### config.mk
export PLATFORM = sky130hd
export DESIGN_NAME = circular_convolution
export DESIGN_NICKNAME = d
export VERILOG_FILES = /design/src/sv/cc_pkg.sv /design/src/sv/cc_ctrl.sv /design/src/sv/cc_datapath.sv /design/src/sv/circular_convolution.sv
export SDC_FILE = /design/constraint.sdc
export NUM_CORES = 2
export LEC_CHECK = 0
export ABC_CLOCK_PERIOD_IN_PS = 5820
export BUFFER_PORTS_ARGS = -buffer_cell sky130_fd_sc_hd__buf_2
export CAP_MARGIN = 40
export CORE_UTILIZATION = 55
export CTS_CLUSTER_DIAMETER = 200
export CTS_CLUSTER_SIZE = 20
export DETAILED_ROUTE_END_ITERATION = 16
export PLACE_DENSITY_LB_ADDON = 0.05
export SKIP_LAST_GASP = 1
export SLEW_MARGIN = 5
export SYNTH_ARGS = -nofsm -noshare
export SYNTH_HDL_FRONTEND = slang
export SYNTH_SLANG_ARGS = --single-unit
### constraint.sdc
create_clock -name clk -period 5.82 [get_ports clk]
set_input_delay 0.582 -clock clk [delete_from_list [all_inputs] [get_ports clk]]
set_output_delay 0.582 -clock clk [all_outputs]
set_load 0.1 [all_outputs]
### src/sv/cc_pkg.sv
// cc_pkg: shared constants, mode codes and command/status structs
// for the circular convolution block.
// No dependencies; imported by every module of the block.
package cc_pkg;

  // Defaults for the top-level parameters
  localparam int DEF_MAX_LEN     = 32;
  localparam int DEF_SAMPLE_BITS = 16;

  // Fixed field widths
  localparam int MODE_W      = 2;
  localparam int PERIOD_W    = 7;
  localparam int INDEX_W     = 6;
  localparam int VALUE_W     = 38;
  localparam int OUT_TDATA_W = 48;
  localparam int ADDR_W      = 5;   // address field width for up to 32 entries

  localparam logic [PERIOD_W-1:0] MAX_PERIOD = 7'd64;

  // Input item kinds, carried on in_tuser
  localparam logic [MODE_W-1:0] MODE_LOAD_X  = 2'd0;
  localparam logic [MODE_W-1:0] MODE_LOAD_Y  = 2'd1;
  localparam logic [MODE_W-1:0] MODE_COMPUTE = 2'd2;

  // Sideband that travels with one product term down the pipeline
  typedef struct packed {
    logic               first;    // first term of output k
    logic               fin;      // final term of output k
    logic               use_term; // term lies inside both vectors
    logic               last;     // final output of the run
    logic               dropped;  // drop flag for this run
    logic [INDEX_W-1:0] k;
  } tag_t;

  // Controller to datapath commands
  typedef struct packed {
    logic              valid;     // issue one product term
    tag_t              tag;
    logic [ADDR_W-1:0] xa;
    logic [ADDR_W-1:0] ya;
    logic              wr_x;      // store sample into x
    logic              wr_y;      // store sample into y
    logic [ADDR_W-1:0] wa;
  } cmd_t;

  // Datapath to controller status
  typedef struct packed {
    logic run;                    // pipeline advances this cycle
    logic busy;                   // terms still in flight
  } stat_t;

endpackage

### src/sv/cc_ctrl.sv
// cc_ctrl: controller for the circular convolution block. Holds the period
// register, vector fill counts and drop flag, and sequences the k/i loops.
// Depends on cc_pkg.
module cc_ctrl import cc_pkg::*; #(
  parameter int MAX_LEN = DEF_MAX_LEN
) (
  input  logic                clk,
  input  logic                rst_n,
  input  logic                in_tvalid,
  output logic                in_tready,
  input  logic [MODE_W-1:0]   in_tuser,
  input  logic                cfg_we,
  input  logic [PERIOD_W-1:0] cfg_wdata,
  input  stat_t               stat,
  output cmd_t                cmd
);

  localparam int AW = (MAX_LEN > 1) ? $clog2(MAX_LEN) : 1;
  localparam int CW = $clog2(MAX_LEN + 1);

  localparam logic [1:0] ST_IDLE  = 2'd0;
  localparam logic [1:0] ST_RUN   = 2'd1;
  localparam logic [1:0] ST_DRAIN = 2'd2;

  logic [1:0]          state_r, state_nxt;
  logic [PERIOD_W-1:0] period_r;
  logic [CW-1:0]       xc_r, xc_nxt;
  logic [CW-1:0]       yc_r, yc_nxt;
  logic                drop_r, drop_nxt;
  logic [PERIOD_W-1:0] n_r, n_nxt;
  logic [CW-1:0]       imax_r, imax_nxt;
  logic [CW-1:0]       ycrun_r, ycrun_nxt;
  logic                droprun_r, droprun_nxt;
  logic [INDEX_W-1:0]  k_r, k_nxt;
  logic [AW-1:0]       i_r, i_nxt;
  logic [INDEX_W-1:0]  j_r, j_nxt;

  logic                accept;
  logic [PERIOD_W-1:0] n_sel;
  logic [PERIOD_W-1:0] xc_ext;
  logic                fin, last_k, use_term;

  assign in_tready = (state_r == ST_IDLE);
  assign accept    = in_tvalid && in_tready;
  assign xc_ext    = PERIOD_W'(xc_r);

  // Period for a compute transaction
  always_comb begin
    if (period_r == '0) begin
      if (xc_r != '0 && yc_r != '0) begin
        n_sel = xc_ext + PERIOD_W'(yc_r) - PERIOD_W'(1);
      end else begin
        n_sel = '0;
      end
    end else if (period_r > MAX_PERIOD) begin
      n_sel = MAX_PERIOD;
    end else begin
      n_sel = period_r;
    end
  end

  // Loop flags for the current term
  assign fin      = (imax_r == '0) || ((CW'(i_r) + CW'(1)) == imax_r);
  assign last_k   = (PERIOD_W'(k_r) + PERIOD_W'(1)) == n_r;
  assign use_term = (imax_r != '0) && (PERIOD_W'(j_r) < PERIOD_W'(ycrun_r));

  // Commands to the datapath
  always_comb begin
    cmd              = '0;
    cmd.valid        = (state_r == ST_RUN);
    cmd.tag.first    = (i_r == '0);
    cmd.tag.fin      = fin;
    cmd.tag.use_term = use_term;
    cmd.tag.last     = fin && last_k;
    cmd.tag.dropped  = droprun_r;
    cmd.tag.k        = k_r;
    cmd.xa           = ADDR_W'(i_r);
    cmd.ya           = ADDR_W'(j_r);
    cmd.wr_x         = accept && (in_tuser == MODE_LOAD_X) && (xc_r != CW'(MAX_LEN));
    cmd.wr_y         = accept && (in_tuser == MODE_LOAD_Y) && (yc_r != CW'(MAX_LEN));
    cmd.wa           = (in_tuser == MODE_LOAD_X) ? ADDR_W'(xc_r) : ADDR_W'(yc_r);
  end

  // Sequencer
  always_comb begin
    state_nxt   = state_r;
    xc_nxt      = xc_r;
    yc_nxt      = yc_r;
    drop_nxt    = drop_r;
    n_nxt       = n_r;
    imax_nxt    = imax_r;
    ycrun_nxt   = ycrun_r;
    droprun_nxt = droprun_r;
    k_nxt       = k_r;
    i_nxt       = i_r;
    j_nxt       = j_r;
    case (state_r)
      ST_IDLE: begin
        if (accept) begin
          case (in_tuser)
            MODE_LOAD_X: begin
              if (cmd.wr_x) xc_nxt = xc_r + CW'(1);
              else          drop_nxt = 1'b1;
            end
            MODE_LOAD_Y: begin
              if (cmd.wr_y) yc_nxt = yc_r + CW'(1);
              else          drop_nxt = 1'b1;
            end
            MODE_COMPUTE: begin
              n_nxt       = n_sel;
              imax_nxt    = (xc_ext < n_sel) ? xc_r : CW'(n_sel);
              ycrun_nxt   = yc_r;
              droprun_nxt = drop_r;
              k_nxt       = '0;
              i_nxt       = '0;
              j_nxt       = '0;
              xc_nxt      = '0;
              yc_nxt      = '0;
              drop_nxt    = 1'b0;
              if (n_sel != '0) state_nxt = ST_RUN;
            end
            default: begin
            end
          endcase
        end
      end
      ST_RUN: begin
        if (stat.run) begin
          if (fin) begin
            i_nxt = '0;
            k_nxt = k_r + INDEX_W'(1);
            j_nxt = k_r + INDEX_W'(1);
            if (last_k) state_nxt = ST_DRAIN;
          end else begin
            i_nxt = i_r + AW'(1);
            j_nxt = (j_r == '0) ? INDEX_W'(n_r - PERIOD_W'(1)) : j_r - INDEX_W'(1);
          end
        end
      end
      ST_DRAIN: begin
        if (!stat.busy) state_nxt = ST_IDLE;
      end
      default: state_nxt = ST_IDLE;
    endcase
  end

  // Control registers
  always_ff @(posedge clk) begin
    if (!rst_n) begin
      state_r  <= ST_IDLE;
      period_r <= '0;
      xc_r     <= '0;
      yc_r     <= '0;
      drop_r   <= 1'b0;
    end else begin
      state_r <= state_nxt;
      xc_r    <= xc_nxt;
      yc_r    <= yc_nxt;
      drop_r  <= drop_nxt;
      if (cfg_we) period_r <= cfg_wdata;
    end
  end

  // Loop registers
  always_ff @(posedge clk) begin
    n_r       <= n_nxt;
    imax_r    <= imax_nxt;
    ycrun_r   <= ycrun_nxt;
    droprun_r <= droprun_nxt;
    k_r       <= k_nxt;
    i_r       <= i_nxt;
    j_r       <= j_nxt;
  end

endmodule

### src/sv/cc_datapath.sv
// cc_datapath: sample memories, multiplier, accumulator and output register
// of the circular convolution block. Three stages, frozen on output stall.
// Depends on cc_pkg.
module cc_datapath import cc_pkg::*; #(
  parameter int MAX_LEN     = DEF_MAX_LEN,
  parameter int SAMPLE_BITS = DEF_SAMPLE_BITS
) (
  input  logic                          clk,
  input  logic                          rst_n,
  input  cmd_t                          cmd,
  input  logic signed [SAMPLE_BITS-1:0] sample,
  output stat_t                         stat,
  output logic                          out_valid,
  input  logic                          out_ready,
  output logic [INDEX_W-1:0]            out_index,
  output logic signed [VALUE_W-1:0]     out_value,
  output logic                          out_last,
  output logic                          out_dropped
);

  localparam int AW = (MAX_LEN > 1) ? $clog2(MAX_LEN) : 1;
  localparam int PW = 2 * SAMPLE_BITS;

  logic signed [SAMPLE_BITS-1:0] x_mem [MAX_LEN];
  logic signed [SAMPLE_BITS-1:0] y_mem [MAX_LEN];

  logic                          run;
  logic                          s1_valid_r, s2_valid_r;
  tag_t                          s1_tag_r, s2_tag_r;
  logic signed [SAMPLE_BITS-1:0] x_rd_r, y_rd_r;
  logic signed [PW-1:0]          prod_r;
  logic signed [VALUE_W-1:0]     acc_r, acc_nxt, term;
  logic                          out_valid_r;
  logic [INDEX_W-1:0]            out_index_r;
  logic signed [VALUE_W-1:0]     out_value_r;
  logic                          out_last_r, out_dropped_r;

  // Whole pipeline holds while a result waits
  assign run       = !out_valid_r || out_ready;
  assign stat.run  = run;
  assign stat.busy = s1_valid_r || s2_valid_r;

  // Sample stores: load writes, registered reads for compute
  always_ff @(posedge clk) begin
    if (cmd.wr_x) x_mem[cmd.wa[AW-1:0]] <= sample;
    if (cmd.wr_y) y_mem[cmd.wa[AW-1:0]] <= sample;
    if (run && cmd.valid) begin
      x_rd_r <= x_mem[cmd.xa[AW-1:0]];
      y_rd_r <= y_mem[cmd.ya[AW-1:0]];
    end
  end

  // Stage valids
  always_ff @(posedge clk) begin
    if (!rst_n) begin
      s1_valid_r  <= 1'b0;
      s2_valid_r  <= 1'b0;
      out_valid_r <= 1'b0;
    end else if (run) begin
      s1_valid_r  <= cmd.valid;
      s2_valid_r  <= s1_valid_r;
      out_valid_r <= s2_valid_r && s2_tag_r.fin;
    end
  end

  // Multiply stage
  always_ff @(posedge clk) begin
    if (run) begin
      s1_tag_r <= cmd.tag;
      s2_tag_r <= s1_tag_r;
      prod_r   <= x_rd_r * y_rd_r;
    end
  end

  // Accumulate; sum wraps to the output width
  assign term    = s2_tag_r.use_term ? VALUE_W'(prod_r) : '0;
  assign acc_nxt = s2_tag_r.first ? term : acc_r + term;

  always_ff @(posedge clk) begin
    if (run && s2_valid_r) begin
      acc_r <= acc_nxt;
      if (s2_tag_r.fin) begin
        out_index_r   <= s2_tag_r.k;
        out_value_r   <= acc_nxt;
        out_last_r    <= s2_tag_r.last;
        out_dropped_r <= s2_tag_r.dropped;
      end
    end
  end

  assign out_valid   = out_valid_r;
  assign out_index   = out_index_r;
  assign out_value   = out_value_r;
  assign out_last    = out_last_r;
  assign out_dropped = out_dropped_r;

endmodule

### src/sv/circular_convolution.sv
// circular_convolution: top level; loads two sample vectors and emits their
// circular convolution over a configured period.
// Depends on cc_pkg, cc_ctrl and cc_datapath.
//
//  channel  | direction | tdata                          | tuser        | tlast
//  ---------+-----------+--------------------------------+--------------+-----------
//  in_      | slave     | sample                         | mode         | -
//  out_     | master    | out_index [5:0], out_value     | dropped      | last
//           |           | [43:6], zero above             |              |
//  cfg_     | write     | period_len in cfg_wdata        | -            | -
//
// A load transaction leaves in_tready high. A compute transaction issues
// n * max(1, min(n, x_count)) product terms via the single multiplier, one per cycle
// unless the output stalls; in_tready returns once read and multiply stages drain.
// Synchronous active-low reset clears counts, drop flag, period and valids.
// An output stall freezes the whole term pipeline until the result is taken.
module circular_convolution import cc_pkg::*; #(
  parameter int MAX_LEN     = DEF_MAX_LEN,
  parameter int SAMPLE_BITS = DEF_SAMPLE_BITS
) (
  input  logic                                   clk,
  input  logic                                   rst_n,
  input  logic                                   in_tvalid,
  output logic                                   in_tready,
  input  logic [((SAMPLE_BITS+7)/8)*8-1:0]       in_tdata,   // sample
  input  logic [MODE_W-1:0]                      in_tuser,   // mode
  output logic                                   out_tvalid,
  input  logic                                   out_tready,
  output logic [OUT_TDATA_W-1:0]                 out_tdata,  // out_index, out_value
  output logic                                   out_tuser,  // dropped
  output logic                                   out_tlast,
  input  logic                                   cfg_we,
  input  logic [PERIOD_W-1:0]                    cfg_wdata   // period_len
);

  cmd_t                      cmd;
  stat_t                     stat;
  logic [INDEX_W-1:0]        out_index;
  logic signed [VALUE_W-1:0] out_value;

  cc_ctrl #(
    .MAX_LEN (MAX_LEN)
  ) u_ctrl (
    .clk       (clk),
    .rst_n     (rst_n),
    .in_tvalid (in_tvalid),
    .in_tready (in_tready),
    .in_tuser  (in_tuser),
    .cfg_we    (cfg_we),
    .cfg_wdata (cfg_wdata),
    .stat      (stat),
    .cmd       (cmd)
  );

  cc_datapath #(
    .MAX_LEN     (MAX_LEN),
    .SAMPLE_BITS (SAMPLE_BITS)
  ) u_dp (
    .clk         (clk),
    .rst_n       (rst_n),
    .cmd         (cmd),
    .sample      (in_tdata[SAMPLE_BITS-1:0]),
    .stat        (stat),
    .out_valid   (out_tvalid),
    .out_ready   (out_tready),
    .out_index   (out_index),
    .out_value   (out_value),
    .out_last    (out_tlast),
    .out_dropped (out_tuser)
  );

  // Pack result fields, lowest first
  assign out_tdata = {{(OUT_TDATA_W - VALUE_W - INDEX_W){1'b0}}, out_value, out_index};

endmodule

======== Word-level counts from Yosys, hierarchy flattened ========
Memory sizes are Yosys's and may differ from the RTL's. A register that Yosys moved wholly into a read port is not among the register bits.
Index checks and enable logic that the tools add are counted.
word-level totals
  register bits ........................... 200
  memory bits (writable) .................. 1024
  input bits .............................. 30
  logic and storage cells ................. 146
  memories ................................ 2
operators by class
  add/sub/neg operators ................... 11
  $mul .................................... 1
  order comparisons ....................... 3
  eq/ne operators ......................... 19
  muxes and demuxes ....................... 40
  reductions and logical operators ........ 37
memories
  name        depth  width  read ports  clocked after memory_dff  wr ports  RTL line           source
  u_dp.x_mem  32     16     1           1                         1         cc_datapath.sv:24  logic signed [SAMPLE_BITS-1:0] x_mem [MAX_LEN];
  u_dp.y_mem  32     16     1           1                         1         cc_datapath.sv:25  logic signed [SAMPLE_BITS-1:0] y_mem [MAX_LEN];
operators with widths
  operator                                          number
  2-to-1 mux 38 bit                                 2
  2-to-1 mux 6 bit                                  10
  case mux 6 bit (2 select lines)                   4
  adder 38 bit                                      1
  multiplier 16 x 16 -> 32 bit                      1
  2-to-1 mux 5 bit                                  5
  inequality test 2 bit, second input constant      11
  2-to-1 mux 7 bit                                  3
  adder 6 x 1 -> 6 bit, second input constant       3
  nonzero test 6 bit                                3
  2-to-1 mux 2 bit                                  7
  logical NOT 6 bit                                 2
  inequality test 6 bit, second input constant      2
  AND reduction 4 bit                               3
  subtractor 6 x 1 -> 6 bit, second input constant  2
  logical AND 1 bit                                 11
  case mux 5 bit (2 select lines)                   1
  AND reduction 5 bit                               2
  adder 6 x 1 -> 7 bit, second input constant       1
  adder 6 x 6 -> 7 bit                              1
  == test 7 bit                                     1
  > comparator 7 bit, second input constant         1
  logical NOT 7 bit                                 1
  < comparator 6 x 7 -> 1 bit                       1
  20 further kinds                                  32

======== Depth between registers and ports, before layout ========
  depth in word-level cells ............... 9
  mapped depth ............................ 24
  depth with buffers taken out ............ 22

======== Hierarchy ========
From an unflattened synthesis, not the netlist that was laid out.
second synthesis, totals
  cells, all modules ...................... 3563
  area total of the unflattened synthesis .. 60209.0 sq um
modules (own cells, without submodules)
  module                instances  cells an instance  area an instance (sq um)  sequential area each (sq um)
  cc_datapath           1          3159               56315.3                   35914.4
  cc_ctrl               1          399                3860.0                    1551.5
  circular_convolution  1          5                  33.8                      0.0

======== Worst setup path before layout ========
No wires, ideal clock.
  kind .................................... register to register
  start ................................... register u_dp.y_rd_r[7], read port of u_dp.y_mem
  end ..................................... register u_dp.prod_r[27], data pin
  setup time .............................. 0.136 ns
  data arrival time ....................... 5.896 ns
  required time ........................... 5.684 ns
  slack ................................... -0.212 ns
  cell stages (with the launch flop) ...... 24
  buffers on the path ..................... 1
  period minus slack after synthesis ...... 6.032 ns
  cell sequence ........................... edfxtp_1 clkbuf_1 nand2_1 fa_1 inv_1 fa_1 inv_1 fa_1 inv_1 fa_1 fa_1 inv_1 fa_1 inv_1 ha_1 a21o_1 a21oi_1 nor2_1 nor4_1 a211oi_1 o21a_1 a21bo_2 a2111oi_0 nand3b_1
between the ends
  word-level cells in the longest chain between the ends .. 1
ends and longest elaborated chain
  what                          RTL line           source
  start: declaration            cc_datapath.sv:30  logic signed [SAMPLE_BITS-1:0] x_rd_r, y_rd_r;
  multiplier 16 x 16 -> 32 bit  cc_datapath.sv:71  prod_r <= x_rd_r * y_rd_r;
  end signal: assignment        cc_datapath.sv:71
  end: declaration              cc_datapath.sv:31  logic signed [PW-1:0] prod_r;
No other way between the ends.
A chain may end at the register's enable or synchronous reset.

======== Worst setup path in the final report ========
  start ................................... register u_dp.x_rd_r[7], read port of u_dp.x_mem
  end ..................................... register u_dp.prod_r[27], data pin
between the ends
  word-level cells in the longest chain between the ends .. 1
ends and longest elaborated chain
  what                          RTL line
  start: declaration            cc_datapath.sv:30
  multiplier 16 x 16 -> 32 bit  cc_datapath.sv:71
No other way between the ends.

==> run_results.csv <==
group,metric,value,unit
logic_synthesis,syn_area,0.0602,mm^2
min_path,hold_end,"u_ctrl.period_r[2]",
timing,hold_violations,0,
cts,clk_latency,0.67,ns
floorplanning,start_util,0.558,
cts,cts_root_buf,"clkbuf_16",
power_and_ir_drop,p_leak,23.6,nW
worst_setup_path,rr_worst_depth,23,
logic_synthesis,seq_area_frac_synth,0.623,
cts,cts_tree,"done",
logic_synthesis,ys_top_cells_by_area,"edfxtp_1, mux4_2, fa_1, ha_1, inv_1",
worst_setup_path,critPathLaunchType,"register",
floorplanning,die_area,0.111,mm^2
cts,clock-sinks,1256,
logic_synthesis,yosys_warnings,0,
timing,fin_ws,-0.279,ns
timing,period_share,1.05,
route,drc,0,
worst_setup_path,rr_startpoint,"u_dp.x_rd_r[7]",
worst_setup_path,crit_required,6.34,ns
grt,grt_max_degree,133,
worst_setup_path,critPathMostFrequentCell,"fa_1",
placed_design,gp_congestion,0.884,
logic_synthesis,syn_area_per_cell,16.8,um^2
flow_run,drv_cap,0,
timing,slew_headroom,0.232,
grt,grt_pass1_wl,208,mm
worst_setup_path,crit_fanout,4,
power_and_ir_drop,power_density,433,mW/mm^2
floorplanning,core,0.108,mm^2
timing,rsz0062_at_grt,"yes",
min_path,min_from,"cfg_wdata[2]",
worst_setup_path,max_stage_delay,0.57,ns
route,postRouteAntennaNets,0,
cts,clkTransAtPathRegs,0.10,ns
route,wire_per_inst,26.0,um
layout,n_fill_cell,7898,
route,avgViaCountPerCell,5.99,
timing,tns,-1.40,ns
layout,drive_above_1_share,0.214,
min_path,holdPathStages,3,
grt,antenna_found_initial,10,
logic_synthesis,synthFlopType,"edfxtp_1",
run_status,status,"complete, but fails checks",
power_and_ir_drop,max-vdd-ir-drop,586,uV
worst_setup_path,r2r_end,"u_dp.prod_r[27]",
logic_synthesis,syn_inst,3571,
logic_synthesis,synth_top_area_frac,0.614,
timing,maxSlewViolCount,0,
run_status,violations,"setup timing",
route,dr.pass1.iters,5,
route,wl,137,mm
layout,finish.utilization,0.616,
logic_synthesis,ys_ff_latch,1256,
layout,area_growth,10.3,%
placed_design,io_buffers,77,
worst_setup_path,end_kind,"register",
grt,overflow,0,
worst_setup_path,slowest_stage,"fa_1",
cts,cts_buffers,72,
route,vias,31700,
floorplanning,ios,82,
logic_synthesis,async_flop_share,0,
cts,htree_levels,3,
layout,stdcell_area,0.0664,mm^2
timing,skew,0.0362,ns
worst_setup_path,worst-path-buf-inv,6,
route,dr.first_iter.drc_count,2614,
cts,cts_max_path_buffers,3,
timing,tightest_slew,1.15,ns
placed_design,dpl-instance-area,0.0638,mm^2
min_path,min_path_type,"in2reg",
worst_setup_path,worst-r2r-setup-slack,-0.28,ns
timing,timing.fmax,164,MHz
worst_setup_path,crit_chain,"buf_6 > nand2_2 > fa_1 > inv_1 > fa_1 > inv_2 > fa_1 > inv_2 > fa_1 > fa_1 > inv_2 > fa_1 > inv_2 > ha_4 > a21o_1 > a21oi_2 > nor2_2 > nor4_2 > a211oi_2 > o21a_1 > a21bo_2 > a2111oi_4 > nand3b_1",
worst_setup_path,crit_arrival,6.62,ns
logic_synthesis,synth_top_area_cell,"edfxtp_1",
worst_setup_path,critPathKind,"reg2reg",
grt,grt_pass1_vias,33000,
timing,setup_violations,11,
logic_synthesis,synth_edf_count,1231,
worst_setup_path,path_delay_family,"adder cells",
logic_synthesis,synthDistinctLibCells,75,
floorplanning,die_y,333,um
timing,period_needed,6.10,ns
layout,multiInputGateArea,0.0211,mm^2
layout,seqCellArea,0.0375,mm^2
cts,postCtsHoldBufs,0,
floorplanning,row_count,120,
floorplanning,chipWidth,333,um
placed_design,hpwlAfterDp,89.9,mm
grt,grtUsageTotal,0.253,
layout,nNetsFinal,4276,
## sequential cells by signal, indices dropped and copies added (netlist names), 7 cells and up
name / flops
u_dp.out_value: 38
u_dp.prod_r: 32
u_dp.s1_tag_r: 11
u_dp.s2_tag_r: 11
u_dp.acc_r: 38
u_dp.y_mem: 512
u_ctrl.n_r: 7
u_ctrl.period_r: 7
u_dp.x_rd_r: 16
u_dp.y_rd_r: 16
u_dp.x_mem: 512
## cells in the mapped netlist (34+ instances only)
master and count:
a21oi_1 70, and2_1 164, clkbuf_1 103, edfxtp_1 1231, fa_1 264, ha_1 148, inv_1 340, mux2_2 34
mux4_2 320, nand2_1 217, nand3_1 37, nor2_1 142, o21ai_0 63, xnor2_1 60
## routing by layer
metal,vias up,global-route usage,part of all wire
met2,940,0.426,0.50
met4,4,0.0599,0.023
met1,16700,0.355,0.42
met5,-,0,0.00015
li1,13800,-,-
met3,189,0.0321,0.052
## cells in the final DEF (no fill, tap or decap), types with 34 or more instances in the layout
cell type | Yosys | layout
ha_1 | 148 | 142
mux4_2 | 320 | 320
buf_4 | 4 | 213
xnor2_1 | 60 | 58
inv_1 | 340 | 334
a21oi_1 | 70 | 63
clkbuf_1 | 103 | 43
nor2_1 | 142 | 136
clkbuf_16 | 0 | 74
and2_1 | 164 | 157
edfxtp_1 | 1231 | 1231
buf_2 | 14 | 78
mux2_2 | 34 | 34
nand3_1 | 37 | 36
fa_1 | 264 | 258
nand2_1 | 217 | 214
o21ai_0 | 63 | 61
## per-stage QoR
step	worst slack (ns)	total power, mW	instances	hold WS (ns)
after floorplan	0.00285	18.2	3574	0.400
after global placement	-0.375	21.9	5117	0.402
after detailed placement	-0.401	22.2	5136	0.405
after CTS	-0.218	28.3	5275	0.129
after global routing	-0.492	30.4	5286	0.166
final	-0.279	28.7	5287	0.167
## timing repair
item / in CTS / in global routing
pin swaps: 34 / 31
endpoints found under the setup margin: 13 / 15
resized for setup: 44 / 26
buffers inserted: 18 / 9
## worst min-delay path: stages
cell	delay [ns]
buf_2	0.07
mux2i_1	0.05
nor2b_1	0.09
## power breakdown
| part | internal (mW) | switching, mW |
|---|---|---|
| sequential | 10.6 | 0.0897 |
| clock | 2.45 | 2.84 |
| combinational | 6.04 | 6.68 |
| total | 19.1 | 9.60 |
## area by class of cell
class                           count  area share
Clock inverter                      5     0.00158
Timing Repair Buffer              327      0.0393
Clock buffer                      117      0.0303
Multi-Input combinational cell   1836       0.318
Sequential cell                  1256       0.565
Antenna cell                        2   0.0000754
Inverter                          341      0.0193
Tap cell                         1403      0.0265
## how the worst max path moves through the flow
stage,startpoint,slack (ns),to,cells after the start
detailed placement,u_dp.y_rd_r[4],-0.40,u_dp.prod_r[31],21
global placement,u_dp.x_rd_r[7],-0.38,u_dp.prod_r[27],21
CTS,u_dp.x_rd_r[10],-0.22,u_dp.prod_r[30],21
finish,u_dp.x_rd_r[7],-0.28,u_dp.prod_r[27],23
floorplan,u_dp.y_rd_r[7],0.003,u_dp.prod_r[27],23
global route,u_dp.x_rd_r[9],-0.49,u_dp.prod_r[27],21
## kinds of logic after synthesis
logic type                 Yosys count  share of synthesized area
DFF                               1256                      0.623
and+or+nand+nor                    683                     0.0559
buffers and inverters              482                     0.0306
adders and majority gates          412                      0.119
muxes                              370                      0.129
AOI/OAI and AO/OA                  276                     0.0301
xor gates and xnor gates            91                     0.0132
other                                1                  0.0000623
No activity file was read; power rests on OpenSTA's default activity.
